==> config.mk <==
export PLATFORM = sky130hd
export DESIGN_NAME = mac_admission_filter_flat
export DESIGN_NICKNAME = d
export VERILOG_FILES = /design/src/sv/maf_pkg.sv /design/src/sv/maf_stream_if.sv /design/src/sv/mac_admission_filter.sv /design/src/sv/maf_ctrl.sv /design/src/sv/maf_datapath.sv /design/src/flat_wrapper.sv
export SDC_FILE = /design/constraint.sdc
export NUM_CORES = 1
export LEC_CHECK = 0
export ABC_AREA = 1
export BUFFER_PORTS_ARGS = -buffer_cell sky130_fd_sc_hd__buf_2
export CORE_ASPECT_RATIO = 1.1
export CORE_UTILIZATION = 52
export DETAILED_ROUTE_END_ITERATION = 8
export HOLD_SLACK_MARGIN = 0.08
export PLACE_DENSITY = 0.69
export REMOVE_ABC_BUFFERS = 1
export SYNTH_ARGS = -nofsm -noshare
export SYNTH_HDL_FRONTEND = slang
export SYNTH_HIERARCHICAL = 1
export SYNTH_SLANG_ARGS = --single-unit
==> constraint.sdc <==
create_clock -name clk -period 2.1 [get_ports clk]
set_clock_uncertainty 0.15 [all_clocks]
set_input_delay 0.63 -clock clk [delete_from_list [all_inputs] [get_ports clk]]
set_output_delay 0.63 -clock clk [all_outputs]
set_load 0.01 [all_outputs]
==> src/sv/maf_pkg.sv <==
// Package for the MAC admission filter: word layouts, control and status
// structs between controller and datapath, and the header check constants.
// No dependencies.
`timescale 1ns / 1ps
`default_nettype none

package maf_pkg;

    localparam int DEFAULT_ALLOW_DEPTH = 16;
    localparam int DEFAULT_DENY_DEPTH  = 16;

    // Command codes of an input word.
    localparam logic [1:0] CMD_PACKET = 2'd0;
    localparam logic [1:0] CMD_ACCEPT = 2'd1;
    localparam logic [1:0] CMD_DENY   = 2'd2;
    localparam logic [1:0] CMD_IGNORE = 2'd3;

    // Outcome codes of a result word.
    localparam logic [3:0] OUT_MALFORMED     = 4'd0;
    localparam logic [3:0] OUT_KNOWN_ALLOWED = 4'd1;
    localparam logic [3:0] OUT_KNOWN_DENIED  = 4'd2;
    localparam logic [3:0] OUT_BUSY          = 4'd3;
    localparam logic [3:0] OUT_NEW_REQUEST   = 4'd4;
    localparam logic [3:0] OUT_NO_PENDING    = 4'd5;
    localparam logic [3:0] OUT_ADDED_ALLOWED = 4'd6;
    localparam logic [3:0] OUT_ADDED_DENIED  = 4'd7;
    localparam logic [3:0] OUT_IGNORED       = 4'd8;
    localparam logic [3:0] OUT_TABLE_FULL    = 4'd9;

    // Header checks.
    localparam logic [15:0] ETHERTYPE_IPV4 = 16'h0800;
    localparam logic [15:0] MAC_BYTES      = 16'd6;
    localparam logic [15:0] MIN_PAYLOAD    = 16'd40;
    localparam logic [3:0]  IP_VERSION     = 4'd4;
    localparam logic [3:0]  IP_IHL         = 4'd5;
    localparam logic [7:0]  PROTO_TCP      = 8'd6;
    localparam logic [12:0] FRAG_NONE      = 13'h0000;

    typedef struct packed {
        logic [1:0]  cmd;
        logic [31:0] packet_tag;
        logic [15:0] link_protocol;
        logic [15:0] mac_length;
        logic [15:0] payload_bytes;
        logic [7:0]  version_and_ihl;
        logic [15:0] fragment_word;
        logic [7:0]  ip_protocol;
        logic        syn_flag;
        logic [47:0] source_mac;
        logic [31:0] source_ip;
        logic [15:0] target_port;
    } in_item_t;

    typedef struct packed {
        logic [31:0] tag_out;
        logic        verdict;
        logic [3:0]  outcome;
        logic [47:0] request_mac;
        logic [31:0] request_ip;
        logic [15:0] request_port;
    } out_item_t;

    // Commands from the controller to the datapath.
    typedef struct packed {
        logic       take;
        logic       idx_clear;
        logic       idx_inc;
        logic       rd_allow;
        logic       rd_deny;
        logic       wr_allow;
        logic       wr_deny;
        logic       set_pending;
        logic       clear_pending;
        logic       load_out;
        logic [3:0] outcome;
    } ctrl_t;

    // Status from the datapath to the controller.
    typedef struct packed {
        logic       in_valid;
        logic [1:0] cmd;
        logic       pkt_ok;
        logic       pending;
        logic       allow_full;
        logic       deny_full;
        logic       allow_end;
        logic       deny_end;
        logic       allow_hit;
        logic       deny_hit;
        logic       out_free;
    } stat_t;

endpackage

`default_nettype wire

==> src/sv/maf_stream_if.sv <==
// Valid/ready channel carrying one word of a given payload type.
// Used by the top level for its input and result channels.
`timescale 1ns / 1ps
`default_nettype none

interface maf_stream_if #(parameter type payload_t = logic);
    logic     valid;
    logic     ready;
    payload_t data;

    modport source (output valid, output data, input ready);
    modport sink   (input valid, input data, output ready);
endinterface

`default_nettype wire

==> src/sv/mac_admission_filter.sv <==
// MAC admission filter. A command word or malformed packet gives its result
// from the decode state; a well-formed packet scans the allow table and then
// the deny table, one memory read and one compare per entry, stopping at the first hit.
// The result is loaded once the output register is free, and the next word is
// taken in the cycle after the result is loaded into the output register.
// Reset clears the counts, the pending flag and the output valid; table contents are kept.
`timescale 1ns / 1ps
`default_nettype none

module mac_admission_filter #(
    parameter int ALLOW_DEPTH = maf_pkg::DEFAULT_ALLOW_DEPTH,
    parameter int DENY_DEPTH  = maf_pkg::DEFAULT_DENY_DEPTH
) (
    input  wire logic    clk,
    input  wire logic    rst_n,
    maf_stream_if.sink   req,
    maf_stream_if.source rsp
);
    import maf_pkg::*;

    ctrl_t ctl;
    stat_t st;

    maf_ctrl u_ctrl (
        .clk   (clk),
        .rst_n (rst_n),
        .st    (st),
        .ctl   (ctl)
    );

    maf_datapath #(
        .ALLOW_DEPTH (ALLOW_DEPTH),
        .DENY_DEPTH  (DENY_DEPTH)
    ) u_datapath (
        .clk   (clk),
        .rst_n (rst_n),
        .req   (req),
        .rsp   (rsp),
        .ctl   (ctl),
        .st    (st)
    );

endmodule

`default_nettype wire

==> src/sv/maf_ctrl.sv <==
// Controller of the MAC admission filter: sequences decode, table scans,
// table updates and the result load. Depends on maf_pkg.
`timescale 1ns / 1ps
`default_nettype none

module maf_ctrl (
    input  wire logic           clk,
    input  wire logic           rst_n,
    input  wire maf_pkg::stat_t st,
    output maf_pkg::ctrl_t      ctl
);
    import maf_pkg::*;

    localparam logic [2:0] S_IDLE   = 3'd0;
    localparam logic [2:0] S_DECODE = 3'd1;
    localparam logic [2:0] S_A_RD   = 3'd2;
    localparam logic [2:0] S_A_CMP  = 3'd3;
    localparam logic [2:0] S_D_RD   = 3'd4;
    localparam logic [2:0] S_D_CMP  = 3'd5;
    localparam logic [2:0] S_FINISH = 3'd6;

    logic [2:0] state_reg;
    logic [2:0] state_next;
    logic [3:0] outcome_reg;
    logic [3:0] outcome_next;

    always_ff @(posedge clk or negedge rst_n)
    begin
        if (!rst_n)
        begin
            state_reg   <= S_IDLE;
            outcome_reg <= OUT_MALFORMED;
        end
        else
        begin
            state_reg   <= state_next;
            outcome_reg <= outcome_next;
        end
    end

    always_comb
    begin
        state_next   = state_reg;
        outcome_next = outcome_reg;
        ctl          = '0;
        ctl.outcome  = outcome_reg;
        unique case (state_reg)
            S_IDLE:
            begin
                ctl.take = 1'b1;
                if (st.in_valid)
                begin
                    state_next = S_DECODE;
                end
            end
            S_DECODE:
            begin
                state_next = S_FINISH;
                if (st.cmd == CMD_PACKET)
                begin
                    if (!st.pkt_ok)
                    begin
                        outcome_next = OUT_MALFORMED;
                    end
                    else
                    begin
                        ctl.idx_clear = 1'b1;
                        state_next    = S_A_RD;
                    end
                end
                else if (!st.pending)
                begin
                    outcome_next = OUT_NO_PENDING;
                end
                else
                begin
                    unique case (st.cmd)
                        CMD_ACCEPT:
                        begin
                            if (st.allow_full)
                            begin
                                outcome_next = OUT_TABLE_FULL;
                            end
                            else
                            begin
                                ctl.wr_allow      = 1'b1;
                                ctl.clear_pending = 1'b1;
                                outcome_next      = OUT_ADDED_ALLOWED;
                            end
                        end
                        CMD_DENY:
                        begin
                            if (st.deny_full)
                            begin
                                outcome_next = OUT_TABLE_FULL;
                            end
                            else
                            begin
                                ctl.wr_deny       = 1'b1;
                                ctl.clear_pending = 1'b1;
                                outcome_next      = OUT_ADDED_DENIED;
                            end
                        end
                        default:
                        begin
                            ctl.clear_pending = 1'b1;
                            outcome_next      = OUT_IGNORED;
                        end
                    endcase
                end
            end
            S_A_RD:
            begin
                if (st.allow_end)
                begin
                    ctl.idx_clear = 1'b1;
                    state_next    = S_D_RD;
                end
                else
                begin
                    ctl.rd_allow = 1'b1;
                    state_next   = S_A_CMP;
                end
            end
            S_A_CMP:
            begin
                if (st.allow_hit)
                begin
                    outcome_next = OUT_KNOWN_ALLOWED;
                    state_next   = S_FINISH;
                end
                else
                begin
                    ctl.idx_inc = 1'b1;
                    state_next  = S_A_RD;
                end
            end
            S_D_RD:
            begin
                if (st.deny_end)
                begin
                    // Neither table knows the MAC: busy, or a new request.
                    state_next = S_FINISH;
                    if (st.pending)
                    begin
                        outcome_next = OUT_BUSY;
                    end
                    else
                    begin
                        ctl.set_pending = 1'b1;
                        outcome_next    = OUT_NEW_REQUEST;
                    end
                end
                else
                begin
                    ctl.rd_deny = 1'b1;
                    state_next  = S_D_CMP;
                end
            end
            S_D_CMP:
            begin
                if (st.deny_hit)
                begin
                    outcome_next = OUT_KNOWN_DENIED;
                    state_next   = S_FINISH;
                end
                else
                begin
                    ctl.idx_inc = 1'b1;
                    state_next  = S_D_RD;
                end
            end
            S_FINISH:
            begin
                if (st.out_free)
                begin
                    ctl.load_out = 1'b1;
                    state_next   = S_IDLE;
                end
            end
            default:
            begin
                state_next = S_IDLE;
            end
        endcase
    end

endmodule

`default_nettype wire

==> src/sv/maf_datapath.sv <==
// Datapath of the MAC admission filter: captured word, header checks,
// allow and deny memories with counts, pending request and result register.
// Depends on maf_pkg and maf_stream_if.
`timescale 1ns / 1ps
`default_nettype none

module maf_datapath #(
    parameter int ALLOW_DEPTH = maf_pkg::DEFAULT_ALLOW_DEPTH,
    parameter int DENY_DEPTH  = maf_pkg::DEFAULT_DENY_DEPTH
) (
    input  wire logic           clk,
    input  wire logic           rst_n,
    maf_stream_if.sink          req,
    maf_stream_if.source        rsp,
    input  wire maf_pkg::ctrl_t ctl,
    output maf_pkg::stat_t      st
);
    import maf_pkg::*;

    localparam int AWA = (ALLOW_DEPTH > 1) ? $clog2(ALLOW_DEPTH) : 1;
    localparam int AWD = (DENY_DEPTH > 1) ? $clog2(DENY_DEPTH) : 1;
    localparam int CWA = $clog2(ALLOW_DEPTH + 1);
    localparam int CWD = $clog2(DENY_DEPTH + 1);
    localparam int IW  = (CWA > CWD) ? CWA : CWD;

    in_item_t    item_reg;
    out_item_t   out_data_reg;
    logic        out_valid_reg;
    logic [CWA-1:0] allow_count_reg;
    logic [CWD-1:0] deny_count_reg;
    logic [IW-1:0]  idx_reg;
    logic        pending_valid_reg;
    logic [47:0] pending_mac_reg;
    logic [47:0] allow_rd_reg;
    logic [47:0] deny_rd_reg;

    logic [47:0] allow_mem [ALLOW_DEPTH];
    logic [47:0] deny_mem  [DENY_DEPTH];

    logic        pkt_ok;
    logic        is_new_req;
    out_item_t   out_next;

    assign req.ready = ctl.take;
    assign rsp.valid = out_valid_reg;
    assign rsp.data  = out_data_reg;

    assign pkt_ok = (item_reg.link_protocol == ETHERTYPE_IPV4)
                 && (item_reg.mac_length == MAC_BYTES)
                 && (item_reg.payload_bytes >= MIN_PAYLOAD)
                 && (item_reg.version_and_ihl[7:4] == IP_VERSION)
                 && (item_reg.version_and_ihl[3:0] == IP_IHL)
                 && (item_reg.fragment_word[12:0] == FRAG_NONE)
                 && (item_reg.ip_protocol == PROTO_TCP)
                 && item_reg.syn_flag;

    always_comb
    begin
        st            = '0;
        st.in_valid   = req.valid;
        st.cmd        = item_reg.cmd;
        st.pkt_ok     = pkt_ok;
        st.pending    = pending_valid_reg;
        st.allow_full = (allow_count_reg == CWA'(ALLOW_DEPTH));
        st.deny_full  = (deny_count_reg == CWD'(DENY_DEPTH));
        st.allow_end  = (idx_reg >= IW'(allow_count_reg));
        st.deny_end   = (idx_reg >= IW'(deny_count_reg));
        st.allow_hit  = (allow_rd_reg == item_reg.source_mac);
        st.deny_hit   = (deny_rd_reg == item_reg.source_mac);
        st.out_free   = !out_valid_reg || rsp.ready;
    end

    // Request identity is reported only with a new request, zero otherwise.
    assign is_new_req = (ctl.outcome == OUT_NEW_REQUEST);

    always_comb
    begin
        out_next.tag_out      = (item_reg.cmd == CMD_PACKET) ? item_reg.packet_tag : '0;
        out_next.verdict      = (ctl.outcome == OUT_KNOWN_ALLOWED);
        out_next.outcome      = ctl.outcome;
        out_next.request_mac  = is_new_req ? item_reg.source_mac : '0;
        out_next.request_ip   = is_new_req ? item_reg.source_ip : '0;
        out_next.request_port = is_new_req ? item_reg.target_port : '0;
    end

    always_ff @(posedge clk or negedge rst_n)
    begin
        if (!rst_n)
        begin
            out_valid_reg     <= 1'b0;
            allow_count_reg   <= '0;
            deny_count_reg    <= '0;
            pending_valid_reg <= 1'b0;
            idx_reg           <= '0;
        end
        else
        begin
            if (ctl.load_out)
            begin
                out_valid_reg <= 1'b1;
            end
            else if (rsp.ready)
            begin
                out_valid_reg <= 1'b0;
            end

            if (ctl.wr_allow)
            begin
                allow_count_reg <= allow_count_reg + CWA'(1);
            end
            if (ctl.wr_deny)
            begin
                deny_count_reg <= deny_count_reg + CWD'(1);
            end

            if (ctl.set_pending)
            begin
                pending_valid_reg <= 1'b1;
            end
            else if (ctl.clear_pending)
            begin
                pending_valid_reg <= 1'b0;
            end

            if (ctl.idx_clear)
            begin
                idx_reg <= '0;
            end
            else if (ctl.idx_inc)
            begin
                idx_reg <= idx_reg + IW'(1);
            end
        end
    end

    always_ff @(posedge clk)
    begin
        if (req.valid && req.ready)
        begin
            item_reg <= req.data;
        end
        if (ctl.load_out)
        begin
            out_data_reg <= out_next;
        end
        if (ctl.set_pending)
        begin
            pending_mac_reg <= item_reg.source_mac;
        end
    end

    // Allow table: written at the fill position, read at the scan index.
    always_ff @(posedge clk)
    begin
        if (ctl.wr_allow)
        begin
            allow_mem[allow_count_reg[AWA-1:0]] <= pending_mac_reg;
        end
        if (ctl.rd_allow)
        begin
            allow_rd_reg <= allow_mem[idx_reg[AWA-1:0]];
        end
    end

    always_ff @(posedge clk)
    begin
        if (ctl.wr_deny)
        begin
            deny_mem[deny_count_reg[AWD-1:0]] <= pending_mac_reg;
        end
        if (ctl.rd_deny)
        begin
            deny_rd_reg <= deny_mem[idx_reg[AWD-1:0]];
        end
    end

endmodule

`default_nettype wire
==> src/flat_wrapper.sv <==
// flat-port wrapper written by rule: the top's interface ports become plain ports
module mac_admission_filter_flat import maf_pkg::*;
#(
    parameter int ALLOW_DEPTH = maf_pkg::DEFAULT_ALLOW_DEPTH,
    parameter int DENY_DEPTH  = maf_pkg::DEFAULT_DENY_DEPTH
)
  (clk, rst_n, req_valid, req_data, req_ready, rsp_valid, rsp_data, rsp_ready);
  maf_stream_if req_i ();
  maf_stream_if rsp_i ();
  input  wire logic clk;
  input  wire logic rst_n;
  input wire logic [$bits(req_i.valid)-1:0] req_valid;
  input wire logic [$bits(req_i.data)-1:0] req_data;
  output wire logic [$bits(req_i.ready)-1:0] req_ready;
  output wire logic [$bits(rsp_i.valid)-1:0] rsp_valid;
  output wire logic [$bits(rsp_i.data)-1:0] rsp_data;
  input wire logic [$bits(rsp_i.ready)-1:0] rsp_ready;
  assign req_i.valid = req_valid;
  assign req_i.data = req_data;
  assign req_ready = req_i.ready;
  assign rsp_valid = rsp_i.valid;
  assign rsp_data = rsp_i.data;
  assign rsp_i.ready = rsp_ready;
  mac_admission_filter #(.ALLOW_DEPTH(ALLOW_DEPTH), .DENY_DEPTH(DENY_DEPTH)) u_core (.clk(clk), .rst_n(rst_n), .req(req_i), .rsp(rsp_i));
endmodule
==> flow_summary.json <==
{
  "outcome": "completed",
  "drtPass1Iterations": 5,
  "insertion_delay_ns": 0.32,
  "cp_max_fo": 4,
  "ant_nets": 0,
  "row_count": 22,
  "core_area_sq_um": 3390,
  "max_slew_margin": 0.626,
  "clock_path_buffers": 2,
  "fillers": 325,
  "post-route-period-util": 0.965,
  "areaGrowthSynthToFinish_pct": 7.67,
  "grt_max_degree": 25,
  "power_frac_seq": 0.380,
  "report.final.slew_viol_count": 0,
  "die_w_um": 59.3,
  "path_class": "register to primary output",
  "power.leakage_nw": 1.16,
  "grt_pass1_vias": 1441,
  "hp-class": "input port to async pin",
  "worst_slew_pin_slew_ns": 0.561,
  "grt_usage": 0.206,
  "r2r_start": "u_core/u_datapath/idx_reg[3]$_DFFE_PN0P_",
  "diodes": 0,
  "cp.required_ns": 1.32,
  "tns_ns": 0,
  "p_int_w": 0.00120,
  "endpoint_kind": "primary output",
  "period_minus_slack_ns": 2.03,
  "fin_total_pwr_w": 0.00221,
  "syn_area_per_cell_sq_um": 7.57,
  "hold_viol": 0,
  "drt-initial-drc-count": 53,
  "wl_per_cell_um": 11.3,
  "crit_chain": "nor2_4, nand2_1, inv_1, buf_2",
  "ys_warn_count": 6,
  "syn_inst": 248,
  "grt_pass1_wl_mm": 6.07,
  "sw_frac_of_total": 0.457,
  "final_util": 0.597,
  "die_h_um": 65.0,
  "critical_path.max_stage_delay_ns": 0.46,
  "p_per_area_nw_per_um2": 1090,
  "vdd_drop_max_uv": 470,
  "finalSetupViolations": 0,
  "vias": 1504,
  "dp_hpwl_mm": 2.58,
  "clkTransAtPathRegs_ns": 0.15,
  "grt_overflow": 0,
  "worstRegToRegCells": 10,
  "reg2reg_slack_ns": 0.12,
  "drc": 0,
  "cts_root_buf": "clkbuf_4",
  "slowest_stage": "dfrtp_2",
  "die-area_sq_um": 3850,
  "switchingPower_w": 0.00101,
  "r2r_end": "u_core/u_datapath/idx_reg[4]$_DFFE_PN0P_",
  "antenna_found_initial": 0,
  "pin_count": 8,
  "drt-vias-per-instance": 4.88,
  "critPathArrivalTime_ns": 1.25,
  "drt_wl_total_mm": 3.47,
  "nets": 284,
  "holdBufCountCts": 0,
  "ctsHtreeMaxLevel": 1,
  "cts_tree": "done",
  "cts_buffers": 3,
  "clockPowerShare": 0.099,
  "startpoint_type": "register",
  "syn_area_sq_um": 1880,
  "drive_above_1_share": 0.173,
  "globalplace.congestion": 0.908,
  "fmax_mhz": 493,
  "max_cap_violations": 0,
  "comb_power_share": 0.522,
  "initial_utilization": 0.554,
  "io_buffers": 7,
  "clkSinkCount": 26
}
worst max path at each step:
stage          slack (ns)  cells past startpoint                                       end                                              from
4_1_cts             0.006                      4                                 req_ready            u_core/u_ctrl/state_reg[1]$_DFFE_PN0P_
3_5_place_dp         0.07                     10  u_core/u_datapath/idx_reg[3]$_DFFE_PN0P_          u_core/u_datapath/idx_reg[3]$_DFFE_PN0P_
3_3_place_gp         0.11                     10  u_core/u_datapath/idx_reg[3]$_DFFE_PN0P_          u_core/u_datapath/idx_reg[3]$_DFFE_PN0P_
2_1_floorplan        0.26                     11  u_core/u_datapath/idx_reg[3]$_DFFE_PN0P_  u_core/u_datapath/allow_count_reg[3]$_DFFE_PN0P_
5_1_grt             -0.02                      4                                 req_ready            u_core/u_ctrl/state_reg[0]$_DFFE_PN0P_
6_report             0.07                      4                                 req_ready            u_core/u_ctrl/state_reg[0]$_DFFE_PN0P_
cell usage in the layout (no fill, tap or decap), types with 2 or more instances in the layout:
cell type,instances
buf_4,7
a31oi_1,2
o21ai_0,4
a21boi_0,2
a21oi_1,5
dfrtp_1,22
nand4_1,4
nand2_2,3
conb_1,5
ha_1,18
xor2_1,8
o21bai_1,3
nor3_1,3
edfxtp_1,2
clkbuf_4,3
inv_1,38
buf_2,7
inv_2,6
o21ai_1,2
nand3_2,3
nand2_1,56
a21o_1,2
nor2_4,2
nor2_1,16
nand3_1,19
nor2_2,7
dfrtp_2,2
per-layer routing:
layer	track usage	routed length [um]	up-vias
met5	0	0	-
met3	0.0220	90	6
met4	0.0714	42	0
li1	-	-	792
met1	0.269	1690	684
met2	0.347	1640	22
per-stage QoR:
step	hold slack [ns]	setup slack (ns)	std cells	cell area (sq um)
6_report	0.123	0.0725	308	2020
5_1_grt	0.151	-0.0183	308	2020
4_1_cts	0.140	0.00558	305	1970
3_5_place_dp	0.315	0.0740	300	1940
3_3_place_gp	0.313	0.110	300	1940
2_1_floorplan	0.184	0.257	242	1820
critical path, delay by kind of cell, from the launching register on:
| family | cells | cell delay (ns) |
|---|---|---|
| DFF | 1 | 0.46 |
| and+or+nand+nor | 2 | 0.27 |
| buffers and inverters | 2 | 0.20 |
power by group through the flow:
| stage | logic (W) | clock network [W] | registers (W) |
|---|---|---|---|
| after CTS | 0.00106 | 0.000227 | 0.000837 |
| after global routing | 0.00134 | 0.000246 | 0.000860 |
| after floorplan | 0.000765 | 0 | 0.000856 |
| after detailed placement | 0.00102 | 0 | 0.000862 |
| final | 0.00115 | 0.000218 | 0.000840 |
| after global placement | 0.00101 | 0 | 0.000861 |
what timing repair did:
item | CTS | global route
pin swaps | 0 | 2
setup buffers | 1 | 3
endpoints found under the setup margin | 1 | 5
resized for setup | 1 | 9
layout make-up:
| type | count | area (sq um) | area share |
|---|---|---|---|
| Multi-Input combinational cell | 171 | 1010 | 0.502 |
| Sequential cell | 26 | 663 | 0.328 |
| Inverter | 45 | 170 | 0.0842 |
| Timing Repair Buffer | 14 | 87.6 | 0.0433 |
| Tap cell | 48 | 60.1 | 0.0297 |
| Clock buffer | 3 | 22.5 | 0.0111 |
| Clock inverter | 1 | 3.75 | 0.00186 |
Note: power is estimated with default switching activity, not from simulation.
